File: src/rtl/bqmp_pkg.sv
// ----------------------------------------------------------------------------
// Bounded queue with max-pop: shared package
// Transaction types, operation codes and cell control codes.
// ----------------------------------------------------------------------------
package bqmp_pkg;

    localparam logic [1:0] KIND_PUSH   = 2'd0;
    localparam logic [1:0] KIND_POP    = 2'd1;
    localparam logic [1:0] KIND_ROTATE = 2'd2;
    localparam logic [1:0] KIND_MAXPOP = 2'd3;

    localparam logic [1:0] CELL_HOLD   = 2'd0;
    localparam logic [1:0] CELL_PUSH   = 2'd1;
    localparam logic [1:0] CELL_SHIFT  = 2'd2;
    localparam logic [1:0] CELL_ROTATE = 2'd3;

    localparam int CAP_BITS  = 5;
    localparam int FIELD_BITS = 16;

    typedef struct packed {
        logic [1:0]                    kind;
        logic signed [FIELD_BITS-1:0]  value;
    } cmd_t;

    typedef struct packed {
        logic                          done_res;
        logic signed [FIELD_BITS-1:0]  taken_value;
        logic [CAP_BITS-1:0]           count;
        logic signed [FIELD_BITS-1:0]  head_value;
        logic signed [FIELD_BITS-1:0]  tail_value;
        logic                          is_full;
        logic                          is_empty;
    } res_t;

    typedef struct packed {
        logic [1:0] op;
        logic       at_fill;
        logic       at_tail;
    } cell_ctl_t;

endpackage

File: src/rtl/bqmp_cell.sv
// ----------------------------------------------------------------------------
// Bounded queue with max-pop: storage cell
// Holds one queue entry and loads it from the push bus, its right-hand
// neighbor or the head of the queue as the broadcast command selects.
// ----------------------------------------------------------------------------
module bqmp_cell #(
    parameter int ENTRY_BITS = 16
) (
    input  logic                         clk,
    input  bqmp_pkg::cell_ctl_t          ctl,
    input  logic signed [ENTRY_BITS-1:0] push_value,
    input  logic signed [ENTRY_BITS-1:0] head_value,
    input  logic signed [ENTRY_BITS-1:0] right_value,
    output logic signed [ENTRY_BITS-1:0] entry
);

    logic signed [ENTRY_BITS-1:0] entry_reg;
    logic signed [ENTRY_BITS-1:0] entry_next;

    always_comb
    begin
        entry_next = entry_reg;
        case (ctl.op)
            bqmp_pkg::CELL_HOLD:
            begin
                entry_next = entry_reg;
            end
            bqmp_pkg::CELL_PUSH:
            begin
                if (ctl.at_fill)
                begin
                    entry_next = push_value;
                end
            end
            bqmp_pkg::CELL_SHIFT:
            begin
                entry_next = right_value;
            end
            bqmp_pkg::CELL_ROTATE:
            begin
                if (ctl.at_tail)
                begin
                    entry_next = head_value;
                end
                else
                begin
                    entry_next = right_value;
                end
            end
            default:
            begin
                entry_next = entry_reg;
            end
        endcase
    end

    always_ff @(posedge clk)
    begin
        entry_reg <= entry_next;
    end

    assign entry = entry_reg;

endmodule

File: src/rtl/bounded_queue_with_max_pop.sv
// ----------------------------------------------------------------------------
// Bounded queue with max-pop: top level
// Ordered queue of signed entries in a chain of cells, with push, pop,
// rotate and removal of the largest entry.
// ----------------------------------------------------------------------------
// Usage: a command transaction (cmd) is taken at a clock edge where start is
// high and busy is low. Exactly one result transaction follows for every
// command; it is presented on res for one cycle while res_valid is high and
// cannot be held off by the receiver.
// Push, pop and rotate update the cell chain at the accepting edge; these
// and every rejected command present the result in the next cycle.
// Max-pop on a non-empty queue rotates the chain once through all held
// entries to find the largest one (the last of equal largest ones), then
// rotates it again while that entry is dropped at the head. Busy stays
// high through the result cycle, so no new command is accepted until the
// result has been presented.
// The capacity register is written through cfg_valid/cfg_ready/cfg_data;
// the user must do so only while no command is in flight (the block does
// not enforce this), and values outside 1..DEPTH are clamped.
// Reset empties the queue and sets the capacity to 16; cell contents are
// left undefined and are never read before being written.
// ----------------------------------------------------------------------------
module bounded_queue_with_max_pop #(
    parameter int DEPTH      = 16,
    parameter int ENTRY_BITS = 16
) (
    input  logic                                clk,
    input  logic                                rst_n,
    input  logic                                start,
    output logic                                busy,
    input  bqmp_pkg::cmd_t                      cmd,
    input  logic                                cfg_valid,
    output logic                                cfg_ready,
    input  logic [bqmp_pkg::CAP_BITS-1:0]       cfg_data,
    output logic                                res_valid,
    output bqmp_pkg::res_t                      res
);

    localparam int CW = $clog2(DEPTH + 1);
    localparam int IW = $clog2(DEPTH);

    localparam logic [1:0] ST_IDLE   = 2'd0;
    localparam logic [1:0] ST_SCAN   = 2'd1;
    localparam logic [1:0] ST_DROP   = 2'd2;
    localparam logic [1:0] ST_REPORT = 2'd3;

    logic [1:0]                              state_reg, state_next;
    logic [CW-1:0]                           fill_reg, fill_next;
    logic [CW-1:0]                           n_reg, n_next;
    logic [IW-1:0]                           k_reg, k_next;
    logic [IW-1:0]                           best_idx_reg, best_idx_next;
    logic signed [ENTRY_BITS-1:0]            best_val_reg, best_val_next;
    logic signed [ENTRY_BITS-1:0]            tail_reg, tail_next;
    logic                                    done_reg, done_next;
    logic signed [bqmp_pkg::FIELD_BITS-1:0]  taken_reg, taken_next;
    logic [bqmp_pkg::CAP_BITS-1:0]           cap_reg;

    logic [1:0]                              cell_op;
    logic signed [ENTRY_BITS-1:0]            cell_entry [DEPTH];
    logic signed [ENTRY_BITS-1:0]            cell_right [DEPTH];
    logic signed [ENTRY_BITS-1:0]            head;
    logic signed [ENTRY_BITS-1:0]            push_fit;
    logic [CW-1:0]                           eff_cap;
    logic [CW-1:0]                           tail_pos;
    logic                                    accept;
    logic                                    last_step;

    assign head      = cell_entry[0];
    assign push_fit  = ENTRY_BITS'(cmd.value);
    assign tail_pos  = fill_reg - CW'(1);
    assign busy      = (state_reg != ST_IDLE);
    assign accept    = start && !busy;
    assign last_step = (CW'(k_reg) == n_reg - CW'(1));
    assign cfg_ready = 1'b1;

    always_comb
    begin
        if (cap_reg == '0)
        begin
            eff_cap = CW'(1);
        end
        else if (int'(cap_reg) > DEPTH)
        begin
            eff_cap = CW'(DEPTH);
        end
        else
        begin
            eff_cap = CW'(cap_reg);
        end
    end

    genvar gi;
    generate
        for (gi = 0; gi < DEPTH; gi++)
        begin : g_cell
            bqmp_pkg::cell_ctl_t ctl;

            assign ctl.op      = cell_op;
            assign ctl.at_fill = (fill_reg == CW'(gi));
            assign ctl.at_tail = (tail_pos == CW'(gi));

            if (gi < DEPTH - 1)
            begin : g_mid
                assign cell_right[gi] = cell_entry[gi+1];
            end
            else
            begin : g_end
                assign cell_right[gi] = cell_entry[gi];
            end

            bqmp_cell #(
                .ENTRY_BITS (ENTRY_BITS)
            ) u_cell (
                .clk         (clk),
                .ctl         (ctl),
                .push_value  (push_fit),
                .head_value  (head),
                .right_value (cell_right[gi]),
                .entry       (cell_entry[gi])
            );
        end
    endgenerate

    always_comb
    begin
        state_next    = state_reg;
        fill_next     = fill_reg;
        n_next        = n_reg;
        k_next        = k_reg;
        best_idx_next = best_idx_reg;
        best_val_next = best_val_reg;
        tail_next     = tail_reg;
        done_next     = done_reg;
        taken_next    = taken_reg;
        cell_op       = bqmp_pkg::CELL_HOLD;
        case (state_reg)
            ST_IDLE:
            begin
                if (accept)
                begin
                    n_next     = fill_reg;
                    k_next     = '0;
                    done_next  = 1'b0;
                    taken_next = '0;
                    state_next = ST_REPORT;
                    case (cmd.kind)
                        bqmp_pkg::KIND_PUSH:
                        begin
                            if (fill_reg < eff_cap)
                            begin
                                cell_op   = bqmp_pkg::CELL_PUSH;
                                fill_next = fill_reg + CW'(1);
                                tail_next = push_fit;
                                done_next = 1'b1;
                            end
                        end
                        bqmp_pkg::KIND_POP:
                        begin
                            if (fill_reg != '0)
                            begin
                                cell_op    = bqmp_pkg::CELL_SHIFT;
                                fill_next  = fill_reg - CW'(1);
                                taken_next = bqmp_pkg::FIELD_BITS'(head);
                                done_next  = 1'b1;
                            end
                        end
                        bqmp_pkg::KIND_ROTATE:
                        begin
                            if (fill_reg != '0)
                            begin
                                cell_op   = bqmp_pkg::CELL_ROTATE;
                                tail_next = head;
                                done_next = 1'b1;
                            end
                        end
                        bqmp_pkg::KIND_MAXPOP:
                        begin
                            if (fill_reg != '0)
                            begin
                                done_next  = 1'b1;
                                state_next = ST_SCAN;
                            end
                        end
                        default:
                        begin
                            state_next = ST_REPORT;
                        end
                    endcase
                end
            end
            ST_SCAN:
            begin
                cell_op   = bqmp_pkg::CELL_ROTATE;
                tail_next = head;
                if ((k_reg == '0) || (head >= best_val_reg))
                begin
                    best_val_next = head;
                    best_idx_next = k_reg;
                end
                if (last_step)
                begin
                    k_next     = '0;
                    state_next = ST_DROP;
                end
                else
                begin
                    k_next = k_reg + IW'(1);
                end
            end
            ST_DROP:
            begin
                if (k_reg == best_idx_reg)
                begin
                    cell_op    = bqmp_pkg::CELL_SHIFT;
                    fill_next  = fill_reg - CW'(1);
                    taken_next = bqmp_pkg::FIELD_BITS'(head);
                end
                else
                begin
                    cell_op   = bqmp_pkg::CELL_ROTATE;
                    tail_next = head;
                end
                if (last_step)
                begin
                    state_next = ST_REPORT;
                end
                else
                begin
                    k_next = k_reg + IW'(1);
                end
            end
            ST_REPORT:
            begin
                state_next = ST_IDLE;
            end
            default:
            begin
                state_next = ST_IDLE;
            end
        endcase
    end

    always_ff @(posedge clk or negedge rst_n)
    begin
        if (!rst_n)
        begin
            state_reg <= ST_IDLE;
            fill_reg  <= '0;
            cap_reg   <= bqmp_pkg::CAP_BITS'(16);
        end
        else
        begin
            state_reg <= state_next;
            fill_reg  <= fill_next;
            if (cfg_valid && cfg_ready)
            begin
                cap_reg <= cfg_data;
            end
        end
    end

    always_ff @(posedge clk)
    begin
        n_reg        <= n_next;
        k_reg        <= k_next;
        best_idx_reg <= best_idx_next;
        best_val_reg <= best_val_next;
        tail_reg     <= tail_next;
        done_reg     <= done_next;
        taken_reg    <= taken_next;
    end

    assign res_valid       = (state_reg == ST_REPORT);
    assign res.done_res    = done_reg;
    assign res.taken_value = taken_reg;
    assign res.count       = bqmp_pkg::CAP_BITS'(fill_reg);
    assign res.head_value  = (fill_reg == '0) ? '0 : bqmp_pkg::FIELD_BITS'(head);
    assign res.tail_value  = (fill_reg == '0) ? '0 : bqmp_pkg::FIELD_BITS'(tail_reg);
    assign res.is_full     = (fill_reg >= eff_cap);
    assign res.is_empty    = (fill_reg == '0);

    a_fill_bound: assert property (@(posedge clk) disable iff (!rst_n)
        fill_reg <= CW'(DEPTH))
        else $error("queue fill exceeds depth");

    a_simple_result: assert property (@(posedge clk) disable iff (!rst_n)
        (accept && (cmd.kind != bqmp_pkg::KIND_MAXPOP)) |=> res_valid)
        else $error("push, pop or rotate did not report in the next cycle");

    a_single_result: assert property (@(posedge clk) disable iff (!rst_n)
        res_valid |=> !busy)
        else $error("result presented for more than one cycle");

    a_drop_once: assert property (@(posedge clk) disable iff (!rst_n)
        (state_reg == ST_DROP) |-> ((n_reg == fill_reg) || (n_reg == fill_reg + CW'(1))))
        else $error("max-pop removed more than one entry");

endmodule
File: config.mk
export PLATFORM = sky130hd
export DESIGN_NAME = bounded_queue_with_max_pop
export DESIGN_NICKNAME = d
export VERILOG_FILES = /design/src/rtl/bqmp_pkg.sv /design/src/rtl/bqmp_cell.sv /design/src/rtl/bounded_queue_with_max_pop.sv
export SDC_FILE = /design/constraint.sdc
export NUM_CORES = 1
export LEC_CHECK = 0
export BUFFER_PORTS_ARGS = -buffer_cell sky130_fd_sc_hd__clkbuf_2
export CAP_MARGIN = 20
export CORE_AREA = 4 4 200 143
export CTS_CLUSTER_SIZE = 28
export DETAILED_ROUTE_END_ITERATION = 6
export DIE_AREA = 0 0 204 147
export HOLD_SLACK_MARGIN = 0.06
export PLACE_DENSITY = 0.78
export REMOVE_ABC_BUFFERS = 1
export SETUP_SLACK_MARGIN = 0.4
export SLEW_MARGIN = 25
export SYNTH_ARGS = -nofsm -noshare
export SYNTH_HDL_FRONTEND = slang
export SYNTH_SLANG_ARGS = --single-unit
File: constraint.sdc
create_clock -name clk -period 14.9 [get_ports clk]
set_input_delay 0.745 -clock clk [delete_from_list [all_inputs] [get_ports clk]]
set_output_delay 0.745 -clock clk [all_outputs]
set_load 0.01 [all_outputs]
==> flow_summary.ini, run 1 <==
[status]
outcome = complete, no violations

[sta]
accumulated_negative_setup_slack_ns = 0
report.final.hold_viol_count = 0
finalSetupViolCount = 0
timing.final.max_slew_violations = 0
post-route-period-util_pct = 26.7
fin_worst_skew_ns = 0.0215
period_needed_ns = 3.98
max_slew.worst_pin.slew_ns = 1.03
max_freq_mhz = 251
timing.slew.headroom_pct = 31.0
unrepaired_setup_endpoints_after_global_routing = no

[worst_setup_path]
crit_chain = inv_1, ha_1, or4b_4, a31oi_1, nor2_4, buf_16, nand2_2, o22a_1
crit_cells = 8
timing.critical_path.required_ns = 15.09
crit_arrival_ns = 4.17
crit_path_start_kind = flop
cp_num_buf_inv = 2
critPathMaxFanout = 39
worst_setup_path_end_kind = flop
worst-r2r-cell-count = 8
critical-path-slowest-cell = o22a_1
timing.setup.critical_path_class = flop to flop
cpPeakStageDelay_ns = 0.79
path_delay_family = compound AO/OA/AOI/OAI gates

[grt]
overflow = 0
grt_pass1_wl_um = 60200
via_count_of_the_first_global_routing_pass = 9975
grt_max_degree = 49
globalRouteTotalUtil_pct = 25.5
initial_antenna_violation_count = 0

[synthesis]
synth_area_per_cell_um2 = 14.3
netlist_area_um2 = 15800
largest_area_contributor_in_the_netlist = edfxtp_1
synth.yosys.seq_area_share_pct = 62.3
post-synth-top-area-fraction_pct = 60.4
ys_warn_count = 0
synth-main-ff-cell = edfxtp_1
async_reset_ff_share_pct = 3.64
synth-edff-count = 318
ys_top_cells_by_area = edfxtp_1, a221o_1, and2_1
postSynthCellCount = 1104
postSynthRegisterBits = 330
synth.lib_cells_used.distinct = 63

[floorplan]
die_area_um2 = 30000
initial_utilization_pct = 59.5
coreArea_um2 = 26600
die_width_um = 204
die_h_um = 147
row_count = 50
pin_count = 86

[flow_run]
cap_violations = 0

[clocking]
clk_transition_reported_paths_ns = 0.07
cts.path.max_buffers = 3
number_of_setup_buffers_added_after_cts = 0
count_of_h_tree_levels_built_during_cts = 1
holdBufCountCts = 1
tritoncts = done
cts_made_buffers = 30
cts-root-buf = clkbuf_16
clkSinkCount = 330
worst_skew_pair.late_latency_ns = 0.58
ctsResizeCount = 0

[routing]
topRoutingLayerUsed = met4
drt-met1-wl_um = 17000
drt-pass1-iter-count = 5
met2_wirelength_um = 16600
route.final.wire_length_um = 38700
detail-route-antenna-nets = 0
drt-initial-drc-count = 1414
met3_length_um = 4130
wl_per_cell_um = 25.3
number_of_drc_violations_after_detailed_routing = 0
via_total_after_detailed_routing = 10509
per_cell_via_count_in_the_routed_design = 6.87

[layout]
drive_above_1_share_pct = 20.0
flip_flop_count_of_the_largest_register_after_layout = 256
areaGrowthSynthToFinish_pct = 10.2
sequential_cell_area_um2 = 9850
nets = 1204
number_of_filler_cells_placed_in_the_layout = 1876
antenna_cells_inserted = 0
multi_input_comb_area_um2 = 5290

[placement]
place.gp.congestion = 0.932
place.detailed.hpwl_um = 25800
placement.io_buffers = 84

[hold_path]
hold_path_depth = 2
min-delay-path-class = input pin to flop
==> logic make-up after synthesis <==
family                     after synthesis  share of synthesized area (%)
AOI/OAI and AO/OA                      324                           19.3
DFF                                    330                           62.3
adders and majority gates               35                           2.77
other                                    1                         0.0237
and+or+nand+nor                        205                           7.56
xor gates and xnor gates                17                          0.942
muxes                                   37                           2.61
buffers and inverters                  155                           4.48
==> per-layer routing <==
layer  GRT usage [%]  vias up
met2            36.4      611
met3            5.05       58
met1            40.3     5245
li1                -     4595
met5               0        -
met4            6.80        0
==> worst paths after layout <==
kind / from / to / slack [ns]
worst max-delay path: fill_reg[0] / g_cell[0].u_cell.entry[7] / 10.92
worst max register to register: fill_reg[0] / g_cell[0].u_cell.entry[7] / 10.92
worst min register to register: cap_reg[0] / cap_reg[0] / 0.52
min in group asynchronous: rst_n / state_reg[0] / 0.65
worst min-delay path: cfg_data[3] / cap_reg[3] / 0.41
max in group asynchronous: rst_n / cap_reg[4] / 13.93
==> final cells by class <==
type                            count  share of cell area, %
Clock buffer                       33                   4.37
Sequential cell                   330                   56.5
Multi-Input combinational cell    619                   30.3
Clock inverter                     22                   1.03
Timing Repair Buffer              126                   4.39
Tap cell                          364                   2.61
Inverter                           35                  0.754
==> Yosys cell counts (all sizes together) (2+ instances only) <==
cell type	n
nand3	6
nand4	4
nor3b	2
a221oi	2
and3	34
xor2	8
nand2	31
clkbuf	62
nor2b	3
and2	70
edfxtp	318
mux2i	3
a311oi	4
nor2	22
dfrtp	11
a211oi	3
or2	3
o21ai	27
o21a	2
a31oi	15
nor4	3
inv	35
xnor2	9
a221o	224
nor3	8
a21o	17
buf	58
and4	11
a31o	2
a21oi	13
mux2	34
ha	35
nand2b	4
a211o	3
==> stage by stage <==
| stage | util (%) | cells | setup WS [ns] | area (um^2) | hold WS (ns) |
|---|---|---|---|---|---|
| floorplan | - | 984 | 9.36 | 15200 | 0.449 |
| finish | 65.6 | 1529 | 10.92 | 17400 | 0.413 |
| global placement | 61.8 | 1471 | 10.72 | 16400 | 0.496 |
| CTS | 65.6 | 1529 | 10.78 | 17400 | 0.390 |
| detailed placement | 62.0 | 1473 | 10.81 | 16500 | 0.499 |
| global route | 65.6 | 1529 | 10.68 | 17400 | 0.400 |
==> cells in the final DEF (no fill, tap or decap), drive strengths merged, types with 4 or more instances in the layout <==
cell	synthesis	routed
xnor2	9	9
nand3	6	6
clkbuf	62	117
nor2	22	22
inv	35	35
ha	35	35
dfrtp	11	11
clkinv	0	15
a311oi	4	4
nor3	8	8
edfxtp	318	318
clkinvlp	0	5
a31oi	15	15
and4	11	11
a21oi	13	13
nand2	31	31
o21ai	27	27
xor2	8	8
nand2b	4	4
a21o	17	17
and2	70	70
buf	58	41
and3	34	34
nand4	4	4
mux2	34	34
a221o	224	224
Power of run 1 is not shown: default switching activity piles up to over one toggle a cycle in this logic, so the estimate is an artifact.
==> run 2: changes to the inputs <==
--- a/config.mk
+++ b/config.mk
@@ -7,12 +7,12 @@
 export LEC_CHECK = 0
 export BUFFER_PORTS_ARGS = -buffer_cell sky130_fd_sc_hd__clkbuf_2
 export CAP_MARGIN = 20
-export CORE_AREA = 4 4 200 143
+export CORE_AREA = 4 4 208 149
 export CTS_CLUSTER_SIZE = 28
 export DETAILED_ROUTE_END_ITERATION = 6
-export DIE_AREA = 0 0 204 147
+export DIE_AREA = 0 0 212 153
 export HOLD_SLACK_MARGIN = 0.06
-export PLACE_DENSITY = 0.78
+export PLACE_DENSITY = 0.75
 export REMOVE_ABC_BUFFERS = 1
 export SETUP_SLACK_MARGIN = 0.4
 export SLEW_MARGIN = 25
==> constraint.sdc (replaced) <==
create_clock -name clk -period 3.3 [get_ports clk]
set_input_delay 0.165 -clock clk [delete_from_list [all_inputs] [get_ports clk]]
set_output_delay 0.165 -clock clk [all_outputs]
set_load 0.01 [all_outputs]
==> flow_summary.ini, run 2 (synthesis gave the netlist of run 1 again) <==
[worst_setup_path]
rrSetupSlack_ns = 0.31
path_delay_family = compound AO/OA/AOI/OAI gates
timing.critical_path.required_ns = 3.74
cp_num_buf_inv = 2
cpPeakStageDelay_ns = 0.61
critPathMaxFanout = 10
crit_arrival_ns = 3.43
critical-path-slowest-cell = a31oi_2
worst_setup_path_end_kind = flop
worst-r2r-cell-count = 8
crit_chain = inv_2, ha_4, or4b_4, a31o_4, a211o_4, buf_12, a31oi_2, a221o_1
r2r_start = fill_reg[1]
timing.setup.critical_path_class = flop to flop
critical_r2r_capture = g_cell[6].u_cell.entry[13]
crit_path_start_kind = flop

[floorplan]
die_area_um2 = 32400
pin_count = 86
die_h_um = 153
coreArea_um2 = 28800
initial_utilization_pct = 54.9
row_count = 52
die_width_um = 212

[sta]
fin_worst_skew_ns = 0.0158
unrepaired_setup_endpoints_after_global_routing = yes
max_freq_mhz = 334
period_needed_ns = 2.99
timing.slew.headroom_pct = 48.2
fin_hold_ws_ns = 0.0865
post-route-period-util_pct = 90.6
finalSetupViolCount = 0
timing.final.max_slew_violations = 0
max_slew.worst_pin.slew_ns = 0.774
report.final.hold_viol_count = 0

[hold_path]
hp-start = cmd[16]
min-delay-path-class = input pin to flop
hold_path_depth = 3
timing.hold.worst_endpoint = done_reg

[layout]
multi_input_comb_area_um2 = 5820
drive_above_1_share_pct = 27.3
nets = 1307
antenna_cells_inserted = 0
flip_flop_count_of_the_largest_register_after_layout = 256
sequential_cell_area_um2 = 9850
final_common_cell = edfxtp_1
areaGrowthSynthToFinish_pct = 20.6
most-common-layout-cells = edfxtp_1, a221o_1, clkbuf_2
number_of_filler_cells_placed_in_the_layout = 1926

[grt]
initial_antenna_violation_count = 0
grt_max_degree = 35
globalRouteTotalUtil_pct = 24.7
overflow = 0
grt_pass1_wl_um = 63400
via_count_of_the_first_global_routing_pass = 10745

[routing]
via_total_after_detailed_routing = 11646
wl_per_cell_um = 28.2
route.final.wire_length_um = 46500
detail-route-antenna-nets = 0
per_cell_via_count_in_the_routed_design = 7.08
number_of_drc_violations_after_detailed_routing = 0
drt-pass1-iter-count = 6
drt-initial-drc-count = 1612

[clocking]
tritoncts = done
cts-root-buf = clkbuf_16
clk_transition_reported_paths_ns = 0.07
cts.path.max_buffers = 3
cts_made_buffers = 31
count_of_h_tree_levels_built_during_cts = 1
worst_skew_pair.late_latency_ns = 0.58
clkSinkCount = 330

[placement]
place.detailed.hpwl_um = 26500
place.gp.congestion = 0.903
placement.io_buffers = 84

[status]
outcome = complete, no violations

[flow_run]
cap_violations = 0
==> run 2: worst reg2reg max path, stage by stage (launching register included) <==
cell,delay (ns)
dfrtp_1,0.39
inv_2,0.10
ha_4,0.15
or4b_4,0.51
a31o_4,0.28
a211o_4,0.32
buf_12,0.19
a31oi_2,0.62
a221o_1,0.29
==> run 2: final cells by class <==
type	instances	share of cell area, %
tap	378	2.48
multi-input combinational	628	30.5
inverter	35	0.689
clock buffer	37	4.18
clock inverter	19	1.07
sequential	330	51.6
timing repair buffer	219	9.46
==> run 2: repair_timing <==
action | 4_1_cts | 5_1_grt
hold endpoints to repair | 50 | 0
hold buffers | 31 | 0
gates resized for setup | 35 | 122
setup endpoints to repair | 272 | 510
setup buffers | 4 | 9
pin swaps | 0 | 36
cloned | 1 | 24
==> run 2: worst max-delay path by stage <==
| stage | start | end | slack, ns | cells past startpoint |
|---|---|---|---|---|
| 5_1_grt | cap_reg[4] | g_cell[13].u_cell.entry[4] | 0.29 | 9 |
| 2_1_floorplan | fill_reg[0] | g_cell[15].u_cell.entry[0] | -2.24 | 7 |
| 3_5_place_dp | fill_reg[1] | g_cell[0].u_cell.entry[11] | 0.09 | 9 |
| 3_3_place_gp | state_reg[0] | g_cell[0].u_cell.entry[9] | -0.04 | 8 |
| 6_report | fill_reg[1] | g_cell[6].u_cell.entry[13] | 0.31 | 8 |
| 4_1_cts | fill_reg[0] | g_cell[15].u_cell.entry[15] | 0.36 | 9 |
==> run 2: per-layer routing <==
metal	track usage, %	wire length [um]	up-vias
li1	-	-	4826
met1	36.2	17700	5717
met2	37.4	21100	966
met3	6.06	6340	137
met4	5.92	1330	0
met5	0	0	-
==> run 2: through the flow <==
step           instances  TNS (ns)  utilization, %  area (um^2)  setup slack, ns
4_1_cts             1613         0            63.3        18300            0.358
6_report            1646         0            66.2        19100            0.310
2_1_floorplan        984   -320.41               -        15200            -2.24
3_3_place_gp        1520    -0.677            58.0        16700          -0.0432
5_1_grt             1646         0            66.2        19100            0.291
3_5_place_dp        1521         0            58.1        16700           0.0874
Power of run 2 is left out for the same reason.
==> run 3: changes to the inputs <==
--- a/config.mk
+++ b/config.mk
@@ -7,10 +7,10 @@
 export LEC_CHECK = 0
 export BUFFER_PORTS_ARGS = -buffer_cell sky130_fd_sc_hd__clkbuf_2
 export CAP_MARGIN = 20
-export CORE_AREA = 4 4 208 149
+export CORE_AREA = 4 4 125 247
 export CTS_CLUSTER_SIZE = 28
 export DETAILED_ROUTE_END_ITERATION = 6
-export DIE_AREA = 0 0 212 153
+export DIE_AREA = 0 0 129 251
 export HOLD_SLACK_MARGIN = 0.06
 export PLACE_DENSITY = 0.75
 export REMOVE_ABC_BUFFERS = 1
@@ -19,3 +19,4 @@
 export SYNTH_ARGS = -nofsm -noshare
 export SYNTH_HDL_FRONTEND = slang
 export SYNTH_SLANG_ARGS = --single-unit
+export TNS_END_PERCENT = 100
==> flow_summary.ini, run 3 (synthesis gave the netlist of run 1 again) <==
[status]
outcome = complete, no violations

[floorplan]
die_area_um2 = 32400
row_count = 88
pin_count = 86
initial_utilization_pct = 54.8
coreArea_um2 = 28800
die_width_um = 129
die_h_um = 251

[sta]
unrepaired_setup_endpoints_after_global_routing = yes
timing.final.max_slew_violations = 0
post-route-period-util_pct = 89.7
period_needed_ns = 2.96
max_slew.worst_pin.slew_ns = 0.917
report.final.hold_viol_count = 0
fin_hold_ws_ns = 0.103
finalSetupViolCount = 0
timing.slew.headroom_pct = 38.5
max_freq_mhz = 338
fin_worst_skew_ns = 0.0154
final.setup.worst_slack_ns = 0.340

[layout]
sequential_cell_area_um2 = 9850
drive_above_1_share_pct = 25.2
antenna_cells_inserted = 0
flip_flop_count_of_the_largest_register_after_layout = 256
final_common_cell = edfxtp_1
number_of_filler_cells_placed_in_the_layout = 2049
most-common-layout-cells = edfxtp_1, a221o_1, clkbuf_2
nets = 1276
areaGrowthSynthToFinish_pct = 16.5
multi_input_comb_area_um2 = 5650

[routing]
drt-pass1-iter-count = 5
number_of_drc_violations_after_detailed_routing = 0
via_total_after_detailed_routing = 11372
route.final.wire_length_um = 46600
wl_per_cell_um = 29.2
detail-route-antenna-nets = 0
per_cell_via_count_in_the_routed_design = 7.13
drt-initial-drc-count = 1278

[placement]
dp_slack_ns = 0.221
placement.io_buffers = 84
place.detailed.hpwl_um = 29400
place.gp.congestion = 0.893

[worst_setup_path]
crit_arrival_ns = 3.27
critPathMaxFanout = 8
worst_setup_path_end_kind = flop
timing.critical_path.required_ns = 3.61
crit_path_start_kind = flop
timing.setup.critical_path_class = flop to flop

[grt]
grt_max_degree = 38
overflow = 0
initial_antenna_violation_count = 0
grt_pass1_wl_um = 65900
via_count_of_the_first_global_routing_pass = 11253
globalRouteTotalUtil_pct = 26.3

[clocking]
cts_made_buffers = 29
cts-root-buf = clkbuf_16
worst_skew_pair.late_latency_ns = 0.56
tritoncts = done
cts.path.max_buffers = 3
count_of_h_tree_levels_built_during_cts = 1
clkSinkCount = 330
clk_transition_reported_paths_ns = 0.07

[hold_path]
min-delay-path-class = input pin to flop

[flow_run]
cap_violations = 0
-- run 3: cell types whose count changed in the layout (fill, tap and decap cells not counted), sizes merged --
| cell | previous run | this run |
|---|---|---|
| buf | 100 | 71 |
| bufinv | 4 | 2 |
| clkinv | 10 | 12 |
| and4 | 12 | 11 |
| clkinvlp | 4 | 3 |
| inv | 36 | 35 |
-- run 3: through the flow --
| stage | setup TNS [ns] | std cells | util (%) | cell area [um^2] |
|---|---|---|---|---|
| floorplan | -320.41 | 984 | - | 15200 |
| global placement | 0 | 1492 | 57.6 | 16600 |
| detailed placement | 0 | 1492 | 57.6 | 16600 |
| CTS | 0 | 1580 | 62.5 | 18000 |
| global route | 0 | 1596 | 63.9 | 18400 |
| finish | 0 | 1596 | 63.9 | 18400 |
-- run 3: what timing repair did --
item	CTS	global route
hold buffers	31	0
buffers inserted	2	4
gates resized for setup	46	58
hold endpoints to repair	50	0
gates cloned	2	12
pin swaps	5	14
endpoints found under the setup margin	317	488
-- run 3: area by class of cell --
type,count,share of cell area (%)
clock inverters,17,0.733
repair buffers,191,7.91
multi-input cells,627,30.7
flip-flops and latches,330,53.5
clock buffers,36,4.08
inverters,35,0.713
well taps,360,2.44
-- run 3: routing by layer --
layer  share of wire (%)  vias up  GRT usage, %
li1                    -     4759             -
met1                  31     5695          28.9
met2                  54      727          48.2
met3                 7.6      191          3.34
met4                 7.3        0          14.4
met5                   0        -             0
-- run 3: final timing paths --
| path | start | endpoint | slack, ns | depth (start not counted) |
|---|---|---|---|---|
| min in group asynchronous | rst_n | cap_reg[4] | 0.13 | 2 |
| setup reg to reg | fill_reg[0] | g_cell[4].u_cell.entry[7] | 0.34 | 9 |
| hold / removal | start | state_reg[1] | 0.10 | 4 |
| max in group asynchronous | rst_n | state_reg[0] | 2.18 | 3 |
| hold reg to reg | g_cell[1].u_cell.entry[0] | g_cell[0].u_cell.entry[0] | 0.53 | 1 |
| setup / recovery | fill_reg[0] | g_cell[4].u_cell.entry[7] | 0.34 | 9 |
-- run 3: worst max-delay path: stages (launching register included) --
cell	delay, ns
dfrtp_1	0.38
inv_1	0.07
buf_4	0.14
ha_1	0.18
buf_4	0.16
nand2b_1	0.09
o21ai_0	0.32
o2bb2ai_2	0.46
a31oi_2	0.45
a221o_1	0.46
Power of run 3 is left out for the same reason.
